$ cat config.mk
export PLATFORM = sky130hd
export DESIGN_NAME = multi_channel_heartbeat_watchdog_unit
export DESIGN_NICKNAME = d
export VERILOG_FILES = /design/src/design/hbwd_pkg.sv /design/src/design/multi_channel_heartbeat_watchdog_unit.sv /design/src/design/hbwd_chan.sv
export SDC_FILE = /design/constraint.sdc
export NUM_CORES = 1
export LEC_CHECK = 0
export ABC_AREA = 1
export BUFFER_PORTS_ARGS = -buffer_cell sky130_fd_sc_hd__buf_2
export CORE_MARGIN = 2
export CORE_UTILIZATION = 60
export CTS_CLUSTER_SIZE = 40
export DETAILED_ROUTE_END_ITERATION = 6
export PLACE_DENSITY = 0.84
export SLEW_MARGIN = 20
export SYNTH_ARGS = -nofsm -noshare
export SYNTH_HDL_FRONTEND = slang
export SYNTH_SLANG_ARGS = --single-unit
$ cat constraint.sdc
create_clock -name clk -period 3.6 [get_ports clk]
set_clock_uncertainty 0.15 [all_clocks]
set_input_delay 0.72 -clock clk [delete_from_list [all_inputs] [get_ports clk]]
set_output_delay 0.72 -clock clk [all_outputs]
set_load 0.02 [all_outputs]
$ cat src/design/hbwd_pkg.sv
// ----------------------------------------------------------------------------
// hbwd_pkg
// Shared types and constants for the heartbeat watchdog.
// ----------------------------------------------------------------------------
package hbwd_pkg;

    localparam int SILENCE_W = 16;
    localparam int CONFIRM_W = 8;
    localparam int INDEX_W   = 4;
    localparam int MASK_BITS = 3;
    localparam int CFG_IDX_W = 1;
    localparam int CFG_DATA_W = 16;

    localparam logic [SILENCE_W-1:0] SILENCE_MAX = 16'hFFFF;
    localparam logic [CONFIRM_W-1:0] CONFIRM_MAX = 8'hFF;

    localparam logic [SILENCE_W-1:0] TIMEOUT_RESET = 16'd15;
    localparam logic [CONFIRM_W-1:0] CONFIRM_RESET = 8'd5;

    // register indexes
    localparam logic [CFG_IDX_W-1:0] REG_TIMEOUT_TICKS = 1'b0;
    localparam logic [CFG_IDX_W-1:0] REG_CONFIRM_TICKS = 1'b1;

    // item kinds
    localparam logic ACT_TICK      = 1'b0;
    localparam logic ACT_HEARTBEAT = 1'b1;

    // per-channel control for one item
    typedef struct packed {
        logic tick;
        logic heartbeat;
    } chan_ctl_t;

    // per-channel status after an item
    typedef struct packed {
        logic timed_out;
        logic confirmed;
        logic led;
    } chan_stat_t;

endpackage

$ cat src/design/multi_channel_heartbeat_watchdog_unit.sv
// ----------------------------------------------------------------------------
// multi_channel_heartbeat_watchdog_unit
// Heartbeat watchdog over CHANNELS channels with timeout confirmation.
// ----------------------------------------------------------------------------
// Each accepted item is either a monitor tick (advances every unlatched
// channel's saturating silence counter, flags a timeout and lights the LED
// when timeout_ticks is reached, then latches the fault as confirmed when its
// confirm count, which includes the detecting tick, reaches confirm_ticks) or
// a heartbeat for ecu_index (clears that channel's silence counter, timeout
// flag and confirm counter; the confirmed latch and LED stay set until reset;
// an index at or above CHANNELS changes nothing). Every item yields exactly
// one result carrying the state after that item. Throughput is one item per
// clock unless out_stall holds the output register: the item is held in an
// input register, all channels update in parallel, and the masks land in an
// output register, whose load raises out_valid. in_stall rises only when the
// output register is full and held by out_stall. Only channels 0..2 appear
// in the masks; any_confirmed covers all channels. Configuration is written
// through cfg_write/cfg_index/cfg_data while idle; reset values are
// timeout_ticks = 15, confirm_ticks = 5.
// ----------------------------------------------------------------------------
module multi_channel_heartbeat_watchdog_unit
    import hbwd_pkg::*;
#(
    parameter int CHANNELS = 3
)
(
    input  logic                  clk,
    input  logic                  rst_n,

    input  logic                  cfg_write,
    input  logic [CFG_IDX_W-1:0]  cfg_index,
    input  logic [CFG_DATA_W-1:0] cfg_data,

    input  logic                  in_valid,
    output logic                  in_stall,
    input  logic                  action,
    input  logic [INDEX_W-1:0]    ecu_index,

    output logic                  out_valid,
    input  logic                  out_stall,
    output logic [MASK_BITS-1:0]  timed_out_mask,
    output logic [MASK_BITS-1:0]  confirmed_mask,
    output logic [MASK_BITS-1:0]  led_mask,
    output logic                  any_confirmed
);

    // configuration registers
    logic [SILENCE_W-1:0] timeout_ticks_reg;
    logic [CONFIRM_W-1:0] confirm_ticks_reg;

    always_ff @(posedge clk or negedge rst_n)
    begin
        if (!rst_n)
        begin
            timeout_ticks_reg <= TIMEOUT_RESET;
            confirm_ticks_reg <= CONFIRM_RESET;
        end
        else if (cfg_write)
        begin
            unique case (cfg_index)
                REG_TIMEOUT_TICKS: timeout_ticks_reg <= cfg_data[SILENCE_W-1:0];
                REG_CONFIRM_TICKS: confirm_ticks_reg <= cfg_data[CONFIRM_W-1:0];
                default:           ;
            endcase
        end
    end

    // input register
    logic               in_valid_reg;
    logic               action_reg;
    logic [INDEX_W-1:0] index_reg;
    logic               advance;
    logic               in_accept;

    // item moves into the output register when there is room there
    assign advance   = in_valid_reg && (!out_valid || !out_stall);
    assign in_stall  = in_valid_reg && !advance;
    assign in_accept = in_valid && !in_stall;

    always_ff @(posedge clk or negedge rst_n)
    begin
        if (!rst_n)
        begin
            in_valid_reg <= 1'b0;
        end
        else if (in_accept)
        begin
            in_valid_reg <= 1'b1;
        end
        else if (advance)
        begin
            in_valid_reg <= 1'b0;
        end
    end

    always_ff @(posedge clk)
    begin
        if (in_accept)
        begin
            action_reg <= action;
            index_reg  <= ecu_index;
        end
    end

    // channel cells, all updated together
    chan_stat_t          stat_next [CHANNELS];
    logic [CHANNELS-1:0] conf_next;
    logic [CHANNELS-1:0] conf_state;

    for (genvar c = 0; c < CHANNELS; c++)
    begin : g_chan
        chan_ctl_t ctl;

        assign ctl.tick      = (action_reg == ACT_TICK);
        assign ctl.heartbeat = (action_reg == ACT_HEARTBEAT)
                               && (index_reg == INDEX_W'(c));

        hbwd_chan u_chan
        (
            .clk           (clk),
            .rst_n         (rst_n),
            .step          (advance),
            .ctl           (ctl),
            .timeout_ticks (timeout_ticks_reg),
            .confirm_ticks (confirm_ticks_reg),
            .stat_next     (stat_next[c]),
            .confirmed     (conf_state[c])
        );

        assign conf_next[c] = stat_next[c].confirmed;
    end

    // masks show the low channels only; missing channels read as zero
    logic [MASK_BITS-1:0] tmask_next, cmask_next, lmask_next;

    for (genvar m = 0; m < MASK_BITS; m++)
    begin : g_mask
        if (m < CHANNELS)
        begin : g_live
            assign tmask_next[m] = stat_next[m].timed_out;
            assign cmask_next[m] = stat_next[m].confirmed;
            assign lmask_next[m] = stat_next[m].led;
        end
        else
        begin : g_none
            assign tmask_next[m] = 1'b0;
            assign cmask_next[m] = 1'b0;
            assign lmask_next[m] = 1'b0;
        end
    end

    // output register
    logic                 out_valid_reg;
    logic [MASK_BITS-1:0] tmask_reg, cmask_reg, lmask_reg;
    logic                 any_reg;

    always_ff @(posedge clk or negedge rst_n)
    begin
        if (!rst_n)
        begin
            out_valid_reg <= 1'b0;
        end
        else if (advance)
        begin
            out_valid_reg <= 1'b1;
        end
        else if (!out_stall)
        begin
            out_valid_reg <= 1'b0;
        end
    end

    always_ff @(posedge clk)
    begin
        if (advance)
        begin
            tmask_reg <= tmask_next;
            cmask_reg <= cmask_next;
            lmask_reg <= lmask_next;
            any_reg   <= |conf_next;
        end
    end

    assign out_valid      = out_valid_reg;
    assign timed_out_mask = tmask_reg;
    assign confirmed_mask = cmask_reg;
    assign led_mask       = lmask_reg;
    assign any_confirmed  = any_reg;

    // ------------------------------------------------------------------------
    // Assertions
    // ------------------------------------------------------------------------

    // a confirmed latch never drops before reset
    a_latch_sticky : assert property (@(posedge clk) disable iff (!rst_n)
        (($past(conf_state) & ~conf_state) == '0))
        else $error("confirmed latch cleared");

    // confirmation and timeout both imply the LED is lit
    a_led_covers : assert property (@(posedge clk) disable iff (!rst_n)
        out_valid |-> (((confirmed_mask | timed_out_mask) & ~led_mask) == '0))
        else $error("fault without LED");

    // any_confirmed covers every confirmed bit in the mask
    a_any_conf : assert property (@(posedge clk) disable iff (!rst_n)
        (out_valid && (confirmed_mask != '0)) |-> any_confirmed)
        else $error("any_confirmed missing");

endmodule

$ cat src/design/hbwd_chan.sv
// ----------------------------------------------------------------------------
// hbwd_chan
// One watchdog channel: silence and confirm counters, flags and LED.
// ----------------------------------------------------------------------------
module hbwd_chan
    import hbwd_pkg::*;
(
    input  logic                 clk,
    input  logic                 rst_n,
    input  logic                 step,
    input  chan_ctl_t            ctl,
    input  logic [SILENCE_W-1:0] timeout_ticks,
    input  logic [CONFIRM_W-1:0] confirm_ticks,
    output chan_stat_t           stat_next,
    output logic                 confirmed
);

    logic [SILENCE_W-1:0] silence_reg, silence_next;
    logic [CONFIRM_W-1:0] confirm_reg, confirm_next;
    logic                 flag_reg, flag_next;
    logic                 latch_reg, latch_next;
    logic                 led_reg, led_next;

    logic [SILENCE_W-1:0] silence_inc;
    logic [CONFIRM_W-1:0] confirm_base;
    logic [CONFIRM_W-1:0] confirm_inc;

    assign silence_inc  = (silence_reg == SILENCE_MAX) ? silence_reg
                                                       : silence_reg + 16'd1;
    // confirm count restarts from zero on first detection
    assign confirm_base = flag_reg ? confirm_reg : '0;
    assign confirm_inc  = (confirm_base == CONFIRM_MAX) ? confirm_base
                                                        : confirm_base + 8'd1;

    always_comb
    begin
        silence_next = silence_reg;
        confirm_next = confirm_reg;
        flag_next    = flag_reg;
        latch_next   = latch_reg;
        led_next     = led_reg;
        if (ctl.tick)
        begin
            if (!latch_reg)
            begin
                silence_next = silence_inc;
                if (silence_inc >= timeout_ticks)
                begin
                    flag_next    = 1'b1;
                    led_next     = 1'b1;
                    confirm_next = confirm_inc;
                    if (confirm_inc >= confirm_ticks)
                    begin
                        latch_next = 1'b1;
                    end
                end
            end
        end
        else if (ctl.heartbeat)
        begin
            // latch and LED are sticky
            silence_next = '0;
            confirm_next = '0;
            flag_next    = 1'b0;
        end
    end

    always_ff @(posedge clk or negedge rst_n)
    begin
        if (!rst_n)
        begin
            silence_reg <= '0;
            confirm_reg <= '0;
            flag_reg    <= 1'b0;
            latch_reg   <= 1'b0;
            led_reg     <= 1'b0;
        end
        else if (step)
        begin
            silence_reg <= silence_next;
            confirm_reg <= confirm_next;
            flag_reg    <= flag_next;
            latch_reg   <= latch_next;
            led_reg     <= led_next;
        end
    end

    assign stat_next.timed_out = flag_next;
    assign stat_next.confirmed = latch_next;
    assign stat_next.led       = led_next;
    assign confirmed           = latch_reg;

endmodule

==> results.tsv, run 1 <==
metric	value	unit
status	finished, final reports clean	
slew_headroom	35.7	%
fillers	1028	
holdCritPathClass	in2async	
p_leak	4.87	nW
grt_max_degree	75	
slowest_delay	0.41	ns
crit_type	reg2reg	
dp_hpwl	14.9	mm
drv_slew	0	
yosys-top-cells-area	dfrtp_1 (31%), nand2_1 (15%), ha_1 (12%)	
insertion_delay	0.42	ns
rows	42	
multi_input_area	4470	µm²
grt_pass1_vias	7402	
initial_utilization	61.9	%
htree_levels	4	
async_flop_share	87.7	%
largest_register_ffs	48	
dieWidth	121	µm
drive_above_1_share	10.1	%
synth_nets	1205	
power	4.27	mW
finalNonFillerCells	1340	
cp-end-kind	register	
grt_use_total	29.7	%
top_level_ports	39	
clk_pin_slew	0.06	ns
synth_edf_count	15	
required	3.63	ns
synth_top_area_cell	dfrtp_1	
syn_area	8230	µm²
syn_avg_cell_area	7.48	µm²
ys_ff_latch	122	
post-route-period-util	93.6	%
cts_max_path_buffers	2	
drcViolationCount	0	
cpMaxStageDelayCell	dfrtp_1	
max_freq	0.297	GHz
path_max_fanout	6	
fin_crit	3.37	ns
cts.sinks	122	
io_buffers	38	
gp_congestion	0.930	
synthCells	1100	
worst_pin_slew	0.963	ns
fp.dieH	121	µm
die_area	14700	µm²
finalNetCount	1256	
synthToLayoutAreaGrowth	13.0	%
final-setup-viol-count	0	
cts_tree	done	
p_per_area	460	nW/µm²
drv_cap	0	
drt_iter0_markers	810	
vdd_drop_max	0.377	mV
ant_nets	0	
diodes	0	
grt_overflow	0	
ys_seq_area_share	38.1	%
netlist_top_cells_count	nand2_1 (334), inv_1 (148), dfrtp_1 (101)	
core	13300	µm²
root_buffer	clkbuf_16	
yosysMostFrequentCell	nand2_1	
synth_top_area_share	30.7	%
grt_pass1_wl	34.5	mm
arrival	3.40	ns
avgViaCountPerCell	5.68	
num_vias	7614	
hold_viol	0	
cp-start-kind	register	
dr.pass1.iters	6	
antenna_found_initial	0	
worstPathCellList	ha_1 -> nand2_1 -> inv_1 -> nand3_1 -> nor2_2 -> nand4_1 -> inv_1 -> a21oi_1 -> o21ai_1 -> ha_1 -> a21oi_1 -> o21ai_0 -> nor2_1 -> nand3_4 -> nand3_1 -> nand2_1 -> inv_1 -> nand2_1	
synthFlopType	dfrtp_1	
synth.distinct_cells	40	
wire_per_inst	15.3	µm
ff_latch_area	3140	µm²
place_inst	1306	
routed_wl	20.5	mm
holdWs	0.0905	ns
yosysWarnings	0	
cts_made_buffers	17	
==> through the flow <==
step	util (%)	worst slack (ns)	setup TNS, ns	area (µm²)
2_1_floorplan	-	0.662	0	8230
3_3_place_gp	65.0	0.280	0	8640
3_5_place_dp	65.0	0.210	0	8640
4_1_cts	69.5	0.179	0	9250
5_1_grt	70.0	-0.0284	-0.0284	9300
6_report	70.0	0.231	0	9300
==> cell families (layout without fill, tap and decap cells) <==
kind of cell	after synthesis	after routing	share of synthesized area, %
DFF	122	122	38.1
xor gates and xnor gates	42	42	4.65
and+or+nand+nor	545	545	28.3
adders and majority gates	78	78	11.9
buffers and inverters	171	235	8.03
AOI/OAI and AO/OA	142	142	9.12
==> cell usage in the layout (no fill, tap or decap), drive strengths merged <==
cell	Yosys	layout
nor3	26	26
edfxtp	15	15
dfstp	6	6
ha	78	78
buf	12	48
inv	155	158
and2	3	3
a21boi	1	1
xor2	38	38
bufinv	0	3
nor4	3	3
o22ai	6	6
or3	1	1
clkinv	0	4
clkbuf	4	18
a21oi	42	42
o21ai	88	88
a21o	1	1
a22o	3	3
nand3	58	58
nand2	338	338
dfrtp	101	101
a31oi	1	1
nor2	83	83
nand4	27	27
or2	5	5
xnor2	4	4
clkinvlp	0	4
nor3b	1	1
==> critical path, delay by kind of cell (launching register included) <==
kind,cells,cell delay [ns]
AOI/OAI and AO/OA,4,0.43
DFF,1,0.41
adders and majority gates,2,0.47
and+or+nand+nor,9,1.38
buffers and inverters,3,0.29
==> where the power goes <==
group / switching (mW) / internal (mW) / leakage [nW]
clock network: 0.659 / 1.11 / 0.287
logic: 0.569 / 0.311 / 3.13
registers: 0.101 / 1.53 / 1.46
total: 1.33 / 2.94 / 4.87
==> path summary, 6_finish.rpt <==
check / endpoint / slack, ns / startpoint / cells past startpoint
min in group clk: g_chan[1].u_chan.led_reg / 0.31 / g_chan[1].u_chan.led_reg / 2
hold reg to reg: g_chan[1].u_chan.led_reg / 0.31 / g_chan[1].u_chan.led_reg / 2
hold / removal: g_chan[1].u_chan.silence_reg[12] / 0.09 / rst_n / 1
setup / recovery: any_confirmed / 0.23 / g_chan[2].u_chan.silence_reg[0] / 18
max in group asynchronous: g_chan[0].u_chan.flag_reg / 2.41 / rst_n / 2
setup reg to reg: any_confirmed / 0.23 / g_chan[2].u_chan.silence_reg[0] / 18
==> per-layer routing <==
metal | vias to the layer above | part of all wire, % | track usage (%) | wire length, µm
met5 | - | 0 | 0 | 0
met4 | 0 | 3.4 | 12.1 | 692
met3 | 60 | 6.2 | 6.67 | 1280
met2 | 301 | 47 | 47.3 | 9550
met1 | 3594 | 44 | 39.5 | 8990
li1 | 3659 | - | - | -
==> final cells by class <==
class | instances | share of cell area [%]
clock buffer | 18 | 4.72
tap | 176 | 2.37
timing repair buffer | 48 | 3.01
inverter | 155 | 6.26
clock inverter | 14 | 1.82
sequential | 122 | 33.7
multi-input combinational | 807 | 48.1
==> what timing repair did <==
action / 4_1_cts / 5_1_grt
setup buffers: 0 / 2
setup endpoints to repair: 0 / 20
resized for setup: 0 / 8
hold buffers: 0 / 0
No activity file was read; power rests on OpenSTA's default activity.
==> run 2, diff against run 1 <==
- ABC_AREA: 1 -> not set
==> run 2 against run 1 <==
  * Non-clock buffer count up 63
  * Wire length up 8.0%
  * Hold slack better by 0.094 ns
  * Utilization up 4.0 points
  * Die area down 1.8%
  * Register-to-register slack worse by 0.21 ns
  * First-iteration DRC count up 13%
  * Total power down 8.6%
  * Via count down 2.0%
  * Synthesized area down 1.9%
  * Sequential cell count unchanged
  * Critical path type unchanged
  * Critical endpoint is now led_mask[0]
  * Largest cell class unchanged
  * Largest power group unchanged
==> results.tsv, run 2 <==
metric	value	unit	change
dr.pass1.iters	5		-1
cts_tree	done		
cts_made_buffers	17		unchanged
p_per_area	400	nW/µm²	-13%
cts_hold_buf	0		unchanged
holdCritPathClass	in2async		
antenna_found_initial	0		unchanged
path_max_fanout	5		-1
drt_iter0_markers	917		+13%
drcViolationCount	0		unchanged
synthFlopType	dfrtp_1		
status	finished, final reports clean		
root_buffer	clkbuf_16		
synthToLayoutAreaGrowth	20.7	%	
wire_per_inst	19.0	µm	+24%
die_area	14400	µm²	-1.8%
cts_max_path_buffers	2		unchanged
synth_nets	975		-19%
required	3.61	ns	-0.02 ns
io_buffers	38		unchanged
htree_levels	4		unchanged
place_inst	1120		-14%
dieWidth	120	µm	-0.90%
initial_utilization	61.3	%	-0.66 points
finalNetCount	1079		-14%
core	13200	µm²	-0.79%
vdd_drop_max	0.381	mV	+1.1%
arrival	3.59	ns	+0.19 ns
fin_ws	0.0235	ns	-0.207 ns
multi_input_area	4870	µm²	+8.9%
power.switching	1.11	mW	-16%
drv_cap	0		unchanged
max_freq	0.280	GHz	-5.8%
grt_max_degree	108		+44%
synth.distinct_cells	65		+63%
grt_pass1_wl	33.1	mm	-4.1%
num_vias	7462		-2.0%
drive_above_1_share	22.2	%	+12 points
netlist_top_cells_count	dfrtp_1 (101), nand2_1 (101), ha_1 (78)		
clk_pin_slew	0.06	ns	about the same
slew_headroom	51.3	%	+16 points
post-place-ws	-0.0249	ns	-0.235 ns
syn_avg_cell_area	9.29	µm²	+24%
hold_viol	0		unchanged
finalNonFillerCells	1163		-13%
p_int	2.79	mW	-5.1%
synthCells	870		-21%
slowest_delay	0.44	ns	+0.03 ns
ff_latch_area	3140	µm²	about the same
ys_ff_latch	122		unchanged
post-route-period-util	99.3	%	+5.8 points
avgViaCountPerCell	6.42		+13%
ant_nets	0		unchanged
yosys-top-cells-area	dfrtp_1 (31%), ha_1 (12%), edfxtp_1 (5.6%)		
fp.dieH	120	µm	-0.90%
combPwrFrac	15.2	%	-5.4 points
final-setup-viol-count	0		unchanged
async_flop_share	87.7	%	unchanged
fillers	889		-14%
diodes	0		unchanged
syn_area	8080	µm²	-1.9%
p_leak	4.48	nW	-8.0%
dp_hpwl	14.5	mm	-2.7%
crit_top_cell	buf_4		
drv_slew	0		unchanged
rows	42		unchanged
yosysWarnings	0		unchanged
top_level_ports	39		unchanged
fin_util	73.9	%	+4.0 points
layout_commonest_cell	nand2_1		
insertion_delay	0.44	ns	+0.02 ns
worst_pin_slew	0.728	ns	-0.235 ns
gp_congestion	0.876		-5.8%
reg2reg_depth	15		-3
grt_pass1_vias	6904		-6.7%
crit_type	reg2reg		
grt_overflow	0		unchanged
largest_register_ffs	48		unchanged
routed_wl	22.1	mm	+8.0%
cp-start-kind	register		
p_clk_share	45.3	%	+4.0 points
cp-end-kind	register		
fin_crit	3.58	ns	+0.207 ns
final_cell_mix	nand2_1 (100), dfrtp_1 (98), ha_1 (75)		
sw_frac_of_total	28.5	%	-2.6 points
cpMaxStageDelayCell	dfrtp_1		
ys_seq_area_share	38.8	%	+0.72 points
grt_use_total	29.3	%	-0.41 points
synth_edf_count	15		unchanged
cts.sinks	122		unchanged
synth_top_area_cell	dfrtp_1		
seq_power_share	39.5	%	+1.4 points
holdWs	0.184	ns	+0.0939 ns
synth_top_area_share	31.3	%	+0.58 points
power	3.91	mW	-8.6%
worstPathCellList	nand3_1 -> nor2_1 -> buf_4 -> a21oi_1 -> buf_4 -> nand4_1 -> xnor2_1 -> ha_1 -> a21oi_1 -> o21ai_0 -> a22oi_1 -> nand3_2 -> buf_4 -> nand3_1 -> nand2b_1		
-- run 2: cell type report --
class,instances,area share (%)
Inverter,41,1.58
Tap cell,176,2.26
Clock inverter,14,1.78
Clock buffer,18,4.40
Multi-Input combinational cell,681,50.0
Timing Repair Buffer,111,7.80
Sequential cell,122,32.2
-- run 2: worst paths after layout --
kind / start / end / slack [ns]
setup / recovery: g_chan[0].u_chan.silence_reg[11] / led_mask[0] / 0.02
hold / removal: rst_n / g_chan[1].u_chan.confirm_reg[7] / 0.18
setup reg to reg: g_chan[0].u_chan.silence_reg[11] / led_mask[0] / 0.02
hold reg to reg: in_valid_reg / out_valid / 0.32
max in group asynchronous: rst_n / g_chan[2].u_chan.flag_reg / 2.63
min in group clk: action / action_reg / 0.31
-- run 2: kinds of logic (layout without fill, tap and decap cells) --
| family | count (synthesis) | after routing | synth area share [%] |
|---|---|---|---|
| AOI/OAI and AO/OA | 219 | 219 | 18.3 |
| xor gates and xnor gates | 48 | 48 | 5.20 |
| adders and majority gates | 78 | 78 | 12.1 |
| buffers and inverters | 67 | 184 | 3.33 |
| DFF | 122 | 122 | 38.8 |
| muxes | 25 | 25 | 3.38 |
| and+or+nand+nor | 311 | 311 | 18.9 |
-- run 2: power by group through the flow --
stage | combinational [mW] | sequential (mW) | clock (mW)
finish | 0.595 | 1.54 | 1.77
floorplan | 0.323 | 1.56 | 0
CTS | 0.556 | 1.54 | 1.76
detailed placement | 0.538 | 1.56 | 0
global placement | 0.517 | 1.56 | 0
global route | 0.647 | 1.55 | 1.83
-- run 2: routing by layer --
layer | vias to the layer above | routed length [µm] | GRT usage (%)
li1 | 3411 | - | -
met1 | 3575 | 9010 | 37.7
met2 | 387 | 10600 | 47.8
met3 | 89 | 1670 | 6.18
met4 | 0 | 906 | 12.8
met5 | - | 0 | 0
-- run 2: per-stage QoR --
| step | TNS, ns | cell area, µm² |
|---|---|---|
| 2_1_floorplan | 0 | 8080 |
| 3_3_place_gp | 0 | 8860 |
| 6_report | 0 | 9750 |
| 4_1_cts | 0 | 9470 |
| 3_5_place_dp | -0.0561 | 8860 |
| 5_1_grt | -1.91 | 9750 |
-- run 2: what timing repair did --
action,CTS,global route
buffers inserted,0,11
hold endpoints to repair,0,0
pin swaps,0,15
endpoints found under the setup margin,6,39
resized for setup,1,41
-- run 2: critical path, delay by kind of cell, from the launching register on --
kind	cells	cell delay, ns
adders and majority gates	1	0.18
DFF	1	0.44
AOI/OAI and AO/OA	4	0.93
and+or+nand+nor	6	0.87
buffers and inverters	3	0.58
xor gates and xnor gates	1	0.16
